File: config.mk
export PLATFORM = sky130hd
export DESIGN_NAME = sit_sign
export DESIGN_NICKNAME = d
export VERILOG_FILES = /design/src/hw/rtl/sit_pkg.sv /design/src/hw/rtl/sit_sign.sv
export SDC_FILE = /design/constraint.sdc
export NUM_CORES = 1
export LEC_CHECK = 0
export BUFFER_PORTS_ARGS = -buffer_cell sky130_fd_sc_hd__buf_2
export CORE_MARGIN = 2
export CORE_UTILIZATION = 45
export CTS_BUF_LIST = sky130_fd_sc_hd__clkbuf_16
export DETAILED_ROUTE_END_ITERATION = 6
export PLACE_DENSITY = 0.77
export SLEW_MARGIN = 20
export SYNTH_ARGS = -nofsm -noshare
export SYNTH_HDL_FRONTEND = slang
export SYNTH_SLANG_ARGS = --single-unit
File: constraint.sdc
create_clock -name i_clk -period 5.1 [get_ports i_clk]
set_clock_uncertainty 0.15 [all_clocks]
set_input_delay 1.02 -clock i_clk [delete_from_list [all_inputs] [get_ports i_clk]]
set_output_delay 1.02 -clock i_clk [all_outputs]
set_load 0.1 [all_outputs]
File: src/hw/rtl/sit_pkg.sv
// Shared types and constants for the segment intersection test pipeline.
// No dependencies; used by sit_sign and segment_intersection_test_core.
package sit_pkg;

    // Four cross products: A's line against B start / B end,
    // then B's line against A start / A end.
    localparam int NUM_CROSS   = 4;
    localparam int OUT_TDATA_W = 8;

    // Per-cross-product flags handed from the sign stage to the output stage
    typedef struct packed {
        logic                 box;
        logic [NUM_CROSS-1:0] neg;
        logic [NUM_CROSS-1:0] zero;
    } t_sign_flags;

endpackage

File: src/hw/rtl/sit_sign.sv
// Stage 3: finishes each cross product and keeps only its sign and zero flags.
// Fed by sit_mult; uses sit_pkg for the flag struct.
module sit_sign #(
    parameter int COORD_BITS = 16,
    localparam int PW = 2 * (COORD_BITS + 1),
    localparam int CW = PW + 1
) (
    input  logic                 i_clk,
    input  logic                 i_rst_n,
    input  logic                 i_en,
    input  logic                 i_valid,
    input  logic                 i_box,
    input  logic signed [PW-1:0] i_pa [4],
    input  logic signed [PW-1:0] i_pb [4],
    output logic                 o_valid,
    output sit_pkg::t_sign_flags o_flags
);

    logic                 r_valid;
    sit_pkg::t_sign_flags r_flags, n_flags;
    logic signed [CW-1:0] xprod [4];

    // Exact cross product, one bit wider than the products
    always_comb begin
        n_flags.box = i_box;
        for (int k = 0; k < sit_pkg::NUM_CROSS; k++) begin
            xprod[k]        = CW'(i_pa[k]) - CW'(i_pb[k]);
            n_flags.neg[k]  = xprod[k][CW-1];
            n_flags.zero[k] = (xprod[k] == '0);
        end
    end

    always_ff @(posedge i_clk) begin
        if (!i_rst_n) begin
            r_valid <= 1'b0;
        end else if (i_en) begin
            r_valid <= i_valid;
        end
    end

    always_ff @(posedge i_clk) begin
        if (i_en) begin
            r_flags <= n_flags;
        end
    end

    assign o_valid = r_valid;
    assign o_flags = r_flags;

endmodule

==> After elaboration in Yosys (flattened, before gate mapping) <==
Cells that the tools add are included.
{ "word_totals": {"register_bits": 10, "input_bits": 277, "output_inout_bits": 10, "wordCells": 12} }
{ "op_classes": {"add_sub_neg": 4, "reduce_logical": 4} }
{ "op_table": {"columns": ["op", "n"], "rows": [
  ["$logic_not A35 Y1", 4],
  ["$sub A34 B34 Y35", 4]
]} }

==> Longest topological paths before layout <==
{ "logic_depth": {"word_depth": 2, "ltp_mapped": 15} }

==> Least setup slack after synthesis <==
Ideal clock, no wire load.
{ "synth_timing": {"kind": "in2reg", "from": "in i_pa[102] (netlist name)", "to": "reg r_flags, in the netlist o_flags[0], data pin", "arrival_time_ns": 3.766, "t_required_ns": 4.781, "slack_ns": 1.015, "path_stages": 15, "path_cell_list": "inv_1 > ha_1 > inv_1 > fa_1 > a211oi_1 > o21ai_1 > and3_1 > or3_1 > buf_2 > a21boi_2 > xnor2_1 > or4_1 > nor4_2 > nand4_1 > nor4b_2"} }
{ "synth_lines": {"columns": ["element", "line_no", "source"], "rows": [
  ["start, declared", "sit_sign.sv:13", "input logic signed [PW-1:0] i_pa [4],"],
  ["end signal, assigned", "sit_sign.sv:43", "r_flags <= n_flags;"],
  ["end, declared", "sit_sign.sv:20", "sit_pkg::t_sign_flags r_flags, n_flags;"]
]} }

==> impl_metrics.json <==
{
  "seq_area_frac_synth_pct": 3.11,
  "drt_iter0_drc": 731,
  "wl_met2_um": 13000,
  "post_cts_resized": 0,
  "pwr-share-comb_pct": 83.6,
  "clock-sinks": 10,
  "synthCells": 1404,
  "numCtsBuffers": 3,
  "wl_um": 28300,
  "dp_worst_setup_slack_ps": 533,
  "hold_buffers": 0,
  "fin_crit_sh_pct": 85.4,
  "avgSynthCellArea_um2": 6.65,
  "slew_viol_final": 0,
  "cts.clk_slew.worst_paths_ps": 50,
  "fin_area_um2": 11000,
  "setup_ws_ps": 744,
  "async_flop_share_pct": 0,
  "synthAdderAreaFrac_pct": 19.1,
  "synth_warnings": 0,
  "fp.dieW_um": 148,
  "cts_max_path_buffers": 2,
  "area_growth_pct": 17.2,
  "grt_max_degree": 13,
  "via_per_inst": 5.79,
  "p_switching_uw": 846,
  "synthFlopType": "edfxtp_1",
  "path_cells": "buf_2 > inv_1 > ha_1 > inv_1 > fa_1 > a21oi_2 > o22ai_1 > a211oi_2 > o31ai_2 > a31oi_1 > o21bai_1 > xor2_1 > a2111oi_0 > nand4_1 > nor4_1",
  "p_int_uw": 743,
  "vias": 11100,
  "cts-root-buf": "clkbuf_16",
  "status": "finished clean",
  "power.leakage_nw": 5.57,
  "power_per_cell_area_nw_per_um2": 145,
  "final_util_pct": 54.0,
  "synth-simple-area-share_pct": 24.8,
  "tightest_slew_ps": 587,
  "post-route-min-period_ps": 4360,
  "synth_compound_area_share_pct": 34.5,
  "pin_count": 287,
  "critPathMaxFanout": 5,
  "synth_nets": 1821,
  "cts_tree": "yes",
  "synth_edf_count": 9,
  "post_drt_wl_per_cell_um": 14.8,
  "cp-end-kind": "flip-flop",
  "synth_mux_area_share_pct": 2.63,
  "cp_slowest_cell": "a31oi_1",
  "rsz0062_at_grt": "no",
  "m1WireLength_um": 13100,
  "cp_common_cell": "inv_1",
  "drtPass1Iterations": 5,
  "design.core.area_um2": 20300,
  "gr-total-overflow": 0,
  "grt_pass1_vias": 10300,
  "hold_violations": 0,
  "cp.required_ps": 5020,
  "hold_path.class": "flip-flop to flip-flop",
  "h-tree-depth": 1,
  "antenna_found_initial": 1,
  "detail-route-antenna-nets": 0,
  "syn-cell-area_um2": 9340,
  "postCtsSetupBuffers": 0,
  "slew_headroom_pct": 60.6,
  "grt_pass1_wl_um": 46500,
  "die-area_um2": 21900,
  "synth_top_family_by_area": "compound AO/OA/AOI/OAI gates",
  "maxUsedRoutingLayer": "met4",
  "vdd_drop_max_mv": 0.0970,
  "die_y_um": 148,
  "worst_skew_pair.late_latency_ps": 250,
  "p_seq_share_pct": 6.4,
  "dr_wl_met3_um": 1740,
  "synth_seq_cells": 10,
  "synth_xor_area_share_pct": 6.19,
  "grt.total_usage_pct": 24.5,
  "critPathBufInv": 3,
  "clock.fmax_mhz": 230,
  "crit_family": "compound AO/OA/AOI/OAI gates",
  "dp_hpwl_um": 24100,
  "drive_above_1_share_pct": 19.8,
  "maxCapViolCount": 0,
  "final_net_count": 2058,
  "initial_core_util_pct": 46.0,
  "gp_congestion": 0.936,
  "tns_ps": 0,
  "cp_slowest_stage_delay_ps": 430,
  "io_buffers": 286,
  "drc_errors": 0,
  "crit_type": "primary input to flip-flop",
  "placed_area_um2": 10900,
  "antenna_cells": 0,
  "switching_share_pct": 53.3,
  "worstPathArrival_ps": 4270,
  "worstSetupStartpointType": "primary input",
  "rows": 52,
  "synth_cell_type_count": 100,
  "finalSetupViolCount": 0,
  "p_clk_share_pct": 10.0
}
==> final cells by class <==
cell class,count,area [um^2]
clock buffers,3,75.1
clock inverters,1,3.75
fillers,2080,9350
inverters,179,672
multi-input cells,1161,8140
flip-flops and latches,10,290
well taps,270,338
repair buffers,286,1430
==> final timing paths <==
path | from | end | slack [ps] | cells after the start
worst max-delay path | i_pa[68] | o_flags[1] | 740 | 15
worst min-delay path | o_valid | o_valid | 370 | 2
worst max register to register | o_valid | o_valid | 4370 | 2
worst min register to register | o_valid | o_valid | 370 | 2
==> synthesized netlist by cell type (all sizes together) (10+ instances only) <==
| master | instances | share of area, % |
|---|---|---|
| or3 | 10 | 0.67 |
| nor2b | 19 | 1.3 |
| nand2 | 119 | 4.8 |
| a21o | 51 | 4.1 |
| a31oi | 20 | 1.3 |
| a311oi | 10 | 0.94 |
| o21a | 18 | 1.4 |
| ha | 136 | 18 |
| o31ai | 11 | 0.94 |
| nand3 | 47 | 2.6 |
| mux2i | 20 | 2.1 |
| o21bai | 11 | 0.88 |
| o21ai | 83 | 4.6 |
| a211oi | 22 | 2.1 |
| clkbuf | 34 | 1.4 |
| a21oi | 138 | 7.5 |
| xor2 | 34 | 3.2 |
| nor4 | 16 | 1.2 |
| inv | 178 | 7.2 |
| xnor2 | 32 | 3.0 |
| o211ai | 20 | 1.7 |
| nand4 | 39 | 2.6 |
| and3 | 20 | 1.3 |
| nor2 | 93 | 3.7 |
| buf | 20 | 1.2 |
| nand2b | 19 | 1.3 |
| nor3 | 31 | 1.8 |
==> registers in the layout, indices dropped and copies added (netlist names) <==
name and count:
o_valid 1, o_flags 9
==> layer usage <==
layer	track usage [%]	up-vias
met5	0	-
met4	5.19	0
met3	3.22	51
met2	41.9	398
met1	33.0	4944
li1	-	5657
==> worst register-to-register path, stage by stage, from the launching register on <==
cell     delay (ps)
dfxtp_1         310
mux2i_1         120
nor2b_1          60
==> cell families (layout without fill, tap and decap cells) <==
| logic type | Yosys count | count (layout) |
|---|---|---|
| muxes | 24 | 24 |
| adders and majority gates | 140 | 140 |
| xor gates and xnor gates | 66 | 66 |
| buffers and inverters | 233 | 469 |
| DFF | 10 | 10 |
| AOI/OAI and AO/OA | 477 | 477 |
| and+or+nand+nor | 454 | 454 |
==> through the flow <==
step / std cells / power (mW) / hold WS, ps
after floorplan: 1404 / 1.08 / 831
after detailed placement: 1906 / 1.41 / 361
after CTS: 1910 / 1.58 / 376
final: 1910 / 1.59 / 368
after global placement: 1906 / 1.39 / 350
after global routing: 1910 / 1.74 / 429
==> layout by cell type, fill, tap and decap left out, drive strengths merged, types with 22 or more instances in the layout <==
cell type	instances
nand4	39
nand3	47
nand2	119
a21o	51
a21oi	138
xor2	34
nor3	31
inv	178
o21ai	83
xnor2	32
ha	136
buf	286
a211oi	22
nor2	93
==> power by group through the flow <==
stage | clock network (mW) | logic [mW] | registers (mW)
global placement | 0 | 1.29 | 0.103
detailed placement | 0 | 1.31 | 0.103
CTS | 0.168 | 1.31 | 0.101
global route | 0.169 | 1.47 | 0.102
finish | 0.159 | 1.33 | 0.102
floorplan | 0 | 0.923 | 0.152
(Power assumes the default switching activity.)
