===== src/hw/rtl/sit_diff.sv =====
// Stage 1: unpacks the eight coordinates, forms the coordinate differences
// and the bounding-box overlap test. No package dependency.
module sit_diff #(
    parameter int COORD_BITS = 16,
    localparam int DW = COORD_BITS + 1
) (
    input  logic                    i_clk,
    input  logic                    i_rst_n,
    input  logic                    i_en,
    input  logic                    i_valid,
    input  logic [8*COORD_BITS-1:0] i_data,
    output logic                    o_valid,
    output logic                    o_box,
    output logic signed [DW-1:0]    o_dx [2],
    output logic signed [DW-1:0]    o_dy [2],
    output logic signed [DW-1:0]    o_qx [4],
    output logic signed [DW-1:0]    o_qy [4]
);

    logic signed [COORD_BITS-1:0] crd [8];
    logic                         r_valid;
    logic                         r_box, n_box;
    logic signed [DW-1:0]         r_dx [2], n_dx [2];
    logic signed [DW-1:0]         r_dy [2], n_dy [2];
    logic signed [DW-1:0]         r_qx [4], n_qx [4];
    logic signed [DW-1:0]         r_qy [4], n_qy [4];

    // Field order: ax0, ay0, ax1, ay1, bx0, by0, bx1, by1
    always_comb begin
        for (int k = 0; k < 8; k++) begin
            crd[k] = i_data[k*COORD_BITS +: COORD_BITS];
        end
    end

    // Differences, one bit wider than a coordinate so they never wrap
    always_comb begin
        for (int s = 0; s < 2; s++) begin
            n_dx[s] = DW'(crd[4*s+2]) - DW'(crd[4*s]);
            n_dy[s] = DW'(crd[4*s+3]) - DW'(crd[4*s+1]);
        end
        for (int k = 0; k < 4; k++) begin
            // line k>>1, point k&1 of the other segment
            n_qx[k] = DW'(crd[4*(1-(k/2)) + 2*(k%2)])     - DW'(crd[4*(k/2)]);
            n_qy[k] = DW'(crd[4*(1-(k/2)) + 2*(k%2) + 1]) - DW'(crd[4*(k/2)+1]);
        end
    end

    // Box overlap per axis: min(a) <= max(b) and max(a) >= min(b),
    // written as pairwise compares so they run in parallel
    always_comb begin
        logic lo_x, hi_x, lo_y, hi_y;
        lo_x = 1'b0;
        hi_x = 1'b0;
        lo_y = 1'b0;
        hi_y = 1'b0;
        for (int i = 0; i < 2; i++) begin
            for (int j = 0; j < 2; j++) begin
                lo_x |= (crd[2*i]   <= crd[4+2*j]);
                hi_x |= (crd[2*i]   >= crd[4+2*j]);
                lo_y |= (crd[2*i+1] <= crd[4+2*j+1]);
                hi_y |= (crd[2*i+1] >= crd[4+2*j+1]);
            end
        end
        n_box = lo_x & hi_x & lo_y & hi_y;
    end

    // Valid bit
    always_ff @(posedge i_clk) begin
        if (!i_rst_n) begin
            r_valid <= 1'b0;
        end else if (i_en) begin
            r_valid <= i_valid;
        end
    end

    // Payload
    always_ff @(posedge i_clk) begin
        if (i_en) begin
            r_box <= n_box;
            r_dx  <= n_dx;
            r_dy  <= n_dy;
            r_qx  <= n_qx;
            r_qy  <= n_qy;
        end
    end

    assign o_valid = r_valid;
    assign o_box   = r_box;
    assign o_dx    = r_dx;
    assign o_dy    = r_dy;
    assign o_qx    = r_qx;
    assign o_qy    = r_qy;

endmodule


===== config.mk =====
export PLATFORM = sky130hd
export DESIGN_NAME = sit_diff
export DESIGN_NICKNAME = d
export VERILOG_FILES = /design/src/hw/rtl/sit_diff.sv
export SDC_FILE = /design/constraint.sdc
export NUM_CORES = 1
export LEC_CHECK = 0
export BUFFER_PORTS_ARGS = -buffer_cell sky130_fd_sc_hd__buf_4
export CORE_MARGIN = 1.5
export CORE_UTILIZATION = 62
export CTS_BUF_LIST = sky130_fd_sc_hd__clkbuf_2 sky130_fd_sc_hd__clkbuf_4 sky130_fd_sc_hd__clkbuf_8
export DETAILED_ROUTE_END_ITERATION = 16
export PLACE_DENSITY = 0.89
export REMOVE_ABC_BUFFERS = 1
export SYNTH_ARGS = -nofsm -noshare
export SYNTH_HDL_FRONTEND = slang
export SYNTH_SLANG_ARGS = --single-unit
export TNS_END_PERCENT = 30

===== constraint.sdc =====
create_clock -name i_clk -period 3.7 [get_ports i_clk]
set_clock_uncertainty 0.05 [all_clocks]
set_input_delay 0.185 -clock i_clk [delete_from_list [all_inputs] [get_ports i_clk]]
set_output_delay 0.185 -clock i_clk [all_outputs]
set_load 0.02 [all_outputs]

Word level (Yosys, flattened, before mapping)
Cells that the tools add are included.
Widths: inputs -> output; s select.

operators by class
  add/subtract/negate cells = 12
  $lt $le $gt $ge = 16
  bitwise logic cells = 15

operators by type and width
  kind            number
  $sub 16x16->17  12
  $ge 16x16->1    8
  $le 16x16->1    8
  $or 1x1->1      12
  $and 1x1->1     3

word-level totals
  input bits = 132
  output and inout port bits = 206
  register bits after elaboration = 206

Depth between registers and ports, before layout
  depth after elaboration = 7
  depth in mapped cells = 12

Worst setup path after synthesis
OpenSTA, ideal clock, no wires.

  kind = input to register
  from = input i_data[32]
  to = register r_dx (netlist bit o_dx[33]) (data pin)
  data required time = 3390 ps
  stages on the path = 12
  setup time = 260 ps
  data arrival time = 2265 ps
  buffers on the path = 0
  setup slack = 1125 ps
  path through = inv_1 > ha_1 > fa_1 > nor2b_1 > o21a_1 > o21ai_1 > a211oi_1 > nor2_1 > a211o_1 > o221ai_1 > nor3_1 > mux2_2

RTL lines
  element               RTL line  text
  start, declared       11        input logic [8*COORD_BITS-1:0] i_data,
  end signal, assigned  80        r_dx <= n_dx;
  end, declared         23        logic signed [DW-1:0] r_dx [2], n_dx [2];

==> results_tabular.tex <==
\begin{tabular}{lr}
\hline
Metric & Value \\
\hline
\multicolumn{2}{l}{\textbf{Drt}} \\
\quad Max Used Layer & met4 \\
\quad Met1 wire length & 17.6 mm \\
\quad Sum of met3 wire segment lengths after detailed routing & 3.96 mm \\
\quad Via-per-instance ratio & 6.03 \\
\quad Residual antenna-violating net count after detailed routing & 0 \\
\quad Number of violations reported at the end of detailed-routing iteration 0 & 1110 \\
\quad Wire length after detailed routing & 46.9 mm \\
\quad Number of vias in the routed layout & about 14000 \\
\quad Total DRC errors in the routed layout & 0 \\
\quad Post-DR wirelength/cell & 20.5 um \\
\quad Met2 wire len & 23.1 mm \\
\quad Count of TritonRoute iterations in the first routing pass & 5 \\
\multicolumn{2}{l}{\textbf{Timing}} \\
\quad Final setup violation count & 0 \\
\quad Min Hold Slack & 55.6 ps \\
\quad Minimum clock period & 2650 ps \\
\quad Final-report hold violation count & 0 \\
\quad Relative slew slack & between 40 and 50\% \\
\quad Total negative slack for setup checks & 0 ps \\
\quad Unrepaired setup endpoints after global routing & no \\
\quad Final critical-path share of the clock period & a little under three quarters \\
\quad Pins Over Slew Limit & 0 \\
\quad Worst-margin pin slew & 851 ps \\
\quad Top achievable clock speed & 0.377 GHz \\
\multicolumn{2}{l}{\textbf{Floorplanning}} \\
\quad Std-Cell Core Area & between 0.02 and 0.03 mm\^{}2 \\
\quad Die area & $\sim$0.027 mm\^{}2 \\
\quad Starting density of the core & a little over three fifths \\
\quad Chip width & 163 um \\
\quad Vertical die dimension & around 160 um \\
\quad Number of standard-cell rows in the floorplan & 58 \\
\quad Top Ports & 338 \\
\multicolumn{2}{l}{\textbf{Setup path}} \\
\quad Biggest cell delay along the critical path & 420 ps \\
\quad Slowest stage cell, crit path & fa\_1 \\
\quad Endpoint class of the critical path & flip-flop \\
\quad Worst path cell trace & buf\_4 -> ha\_1 -> fa\_1 -> nor2b\_1 -> o21ai\_0 -> a21oi\_1 -> o21ai\_0 -> a21oi\_1 -> o21ai\_1 -> a31oi\_1 -> o21ai\_0 -> a22o\_1 \\
\quad Endpoint arrival time on the critical path & 2870 ps \\
\quad Worst R2R Setup Slack & 2520 ps \\
\quad Type of the worst setup path & in -> reg \\
\quad Most repeated library cell on the critical path & o21ai\_0 \\
\quad Data required, critical path & about 4000 ps \\
\quad Kind of launch point of the worst setup path & primary input \\
\quad Worst-path fanout max & 4 \\
\multicolumn{2}{l}{\textbf{Yosys}} \\
\quad Number of cells produced by synthesis & 1587 \\
\quad Post-synth ARST share & 0\% \\
\quad Synth warn & 0 \\
\quad Distinct cells, synth & 75 \\
\quad Number of enable flip-flop cells after synthesis & 203 \\
\quad Dominant register cell in the synthesized netlist & edfxtp\_1 \\
\quad Sequential element share of the synthesized area & 38.3\% \\
\quad Number of register bits inferred by synthesis & 204 \\
\quad Synthesized area & 0.0160 mm\^{}2 \\
\quad Mapped Avg Cell Area & 10.1 um\^{}2 \\
\multicolumn{2}{l}{\textbf{Power}} \\
\quad Largest voltage drop on the vdd net & 0.359 mV \\
\quad Power per unit of standard cell area & 420 mW/mm\^{}2 \\
\quad Leakage power & roughly 9 nW \\
\multicolumn{2}{l}{\textbf{CTS}} \\
\quad Maximum level of the CTS H-tree & 2 \\
\quad TritonCTS clock tree & built \\
\quad Reg clk slew, reported paths & 60 ps \\
\quad Clock root buffer & clkbuf\_8 \\
\quad Number of sinks driven by the clock tree & 204 \\
\quad Worst-Skew Late Latency & $\sim$510 ps \\
\quad Clock buffer depth & 3 \\
\quad TritonCTS buffer count & 35 \\
\multicolumn{2}{l}{\textbf{Layout}} \\
\quad Final-layout fill cell count & 1788 \\
\quad Antenna diode count & 0 \\
\quad \# nets final & around 2300 \\
\quad Core utilization of the finished layout & between 70 and 80\% \\
\quad Most common cell after layout, fill and taps aside & buf\_4 \\
\quad Area overhead of the layout relative to synthesis & 22.1\% \\
\quad Share of post-route cells with drive strength above 1 & 21.5\% \\
\quad Top library cells by usage in the layout, fill and taps aside & buf\_4, ha\_1, edfxtp\_1 \\
\multicolumn{2}{l}{\textbf{Global route}} \\
\quad Pin count of the biggest net entering global routing & 102 \\
\quad Via count of the first global-routing pass & 13800 \\
\quad Global-route wire length before repair & roughly 70 mm \\
\quad Overall overflow remaining after global route & 0 \\
\quad Initial antenna violation count & 0 \\
\quad Global Route Usage Sum & 34.5\% \\
\multicolumn{2}{l}{\textbf{Placement}} \\
\quad Routability-driven placement congestion ratio & 1.04 \\
\quad Estimated wirelength of the detail-placed design & 37.3 mm \\
\quad IO Port Bufs & 337 \\
\multicolumn{2}{l}{\textbf{Run status}} \\
\quad Run status & complete, no violations \\
\multicolumn{2}{l}{\textbf{Job}} \\
\quad Max-cap violations & 0 \\
\multicolumn{2}{l}{\textbf{Worst hold path}} \\
\quad Kind of path behind the tightest hold check & in -> reg \\
\hline
\end{tabular}
## final timing paths
check | depth (start not counted) | to | start
max reg2reg | 3 | o_valid$_SDFFE_PN0P_ | o_valid$_SDFFE_PN0P_
max | 12 | o_qy[67]$_DFFE_PP_ | i_data[16]
min | 3 | o_dx[17]$_DFFE_PP_ | i_data[0]
min reg2reg | 3 | o_valid$_SDFFE_PN0P_ | o_valid$_SDFFE_PN0P_
## routing by layer
metal / track usage [%] / vias up
li1: - / 6461
met3: 5.49 / 152
met5: 0 / -
met4: 16.7 / 0
met2: 61.1 / 738
met1: 40.8 / 6468
## power breakdown
part / internal [mW] / switching (mW) / leakage [nW] / total [mW]
Sequential: 3.03 / 0.130 / 2.00 / 3.16
Clock: 1.07 / 0.943 / 0.356 / 2.01
Combinational: 1.26 / 1.77 / 6.58 / 3.02
## repair_timing
action,CTS,global route
hold buffers,2,0
resized for setup,0,0
endpoints found under the hold margin,1,0
setup buffers,0,0
## sequential cells by signal, indices dropped and copies added, names as in the netlist
register  count
o_box         1
o_dx         34
o_dy         34
o_valid       1
o_qy         67
o_qx         67
## per-stage QoR
stage	std cells	setup slack [ps]	total power, mW	area, um^2
6_report	2291	1050	8.19	19500
5_1_grt	2291	889	8.55	19500
4_1_cts	2291	1200	8.18	19500
3_5_place_dp	2228	643	6.16	18800
3_3_place_gp	2228	698	6.09	18800
2_1_floorplan	1557	1120	4.98	15800
## layout make-up
type | instances | area, um^2 | area share, %
repair buffers | 343 | 2590 | 13.3
clock buffers | 44 | 562 | 2.88
clock inverters | 17 | 100 | 0.514
inverters | 167 | 627 | 3.22
well taps | 330 | 413 | 2.12
multi-input cells | 1186 | 9080 | 46.6
flip-flops and latches | 204 | 6120 | 31.4
## Yosys cell counts, drive strengths merged, types with 7 or more instances
master | n | share of area (%)
nand2b | 25 | 0.98
nor3 | 49 | 1.5
a21oi | 108 | 3.4
nor2b | 50 | 2.0
nand2 | 59 | 1.4
and3 | 13 | 0.51
a21boi | 11 | 0.54
nand3b | 8 | 0.38
o211ai | 12 | 0.56
or2 | 8 | 0.31
clkbuf | 22 | 0.52
a211oi | 7 | 0.33
o21bai | 14 | 0.66
o21a | 44 | 2.1
a21o | 38 | 1.8
xor2 | 27 | 1.5
nor2 | 117 | 2.8
fa | 12 | 1.5
nand4 | 20 | 0.78
edfxtp | 203 | 38
buf | 8 | 0.32
o41ai | 9 | 0.85
nor4 | 7 | 0.27
ha | 230 | 18
a211o | 7 | 0.38
xnor2 | 107 | 5.9
inv | 167 | 3.9
o21ai | 79 | 2.5
nand3 | 32 | 1.0
a31oi | 19 | 0.74
## worst max-delay path: cells and delay by family
kind,cells,cell delay (ps)
adder cells (fa/ha/maj),2,650
buffers and inverters,1,130
AO/OA/AOI/OAI,8,1780
AND/OR/NAND/NOR,1,120
## cells by family after synthesis
group	after synthesis	share of synthesized area, %
AO/OA/AOI/OAI	396	16.7
XOR/XNOR	134	7.36
adder cells (fa/ha/maj)	242	19.5
buffers and inverters	197	4.77
flip-flops	204	38.3
multiplexers	9	0.588
AND/OR/NAND/NOR	405	12.7
No activity file was read; power rests on OpenSTA's default activity.
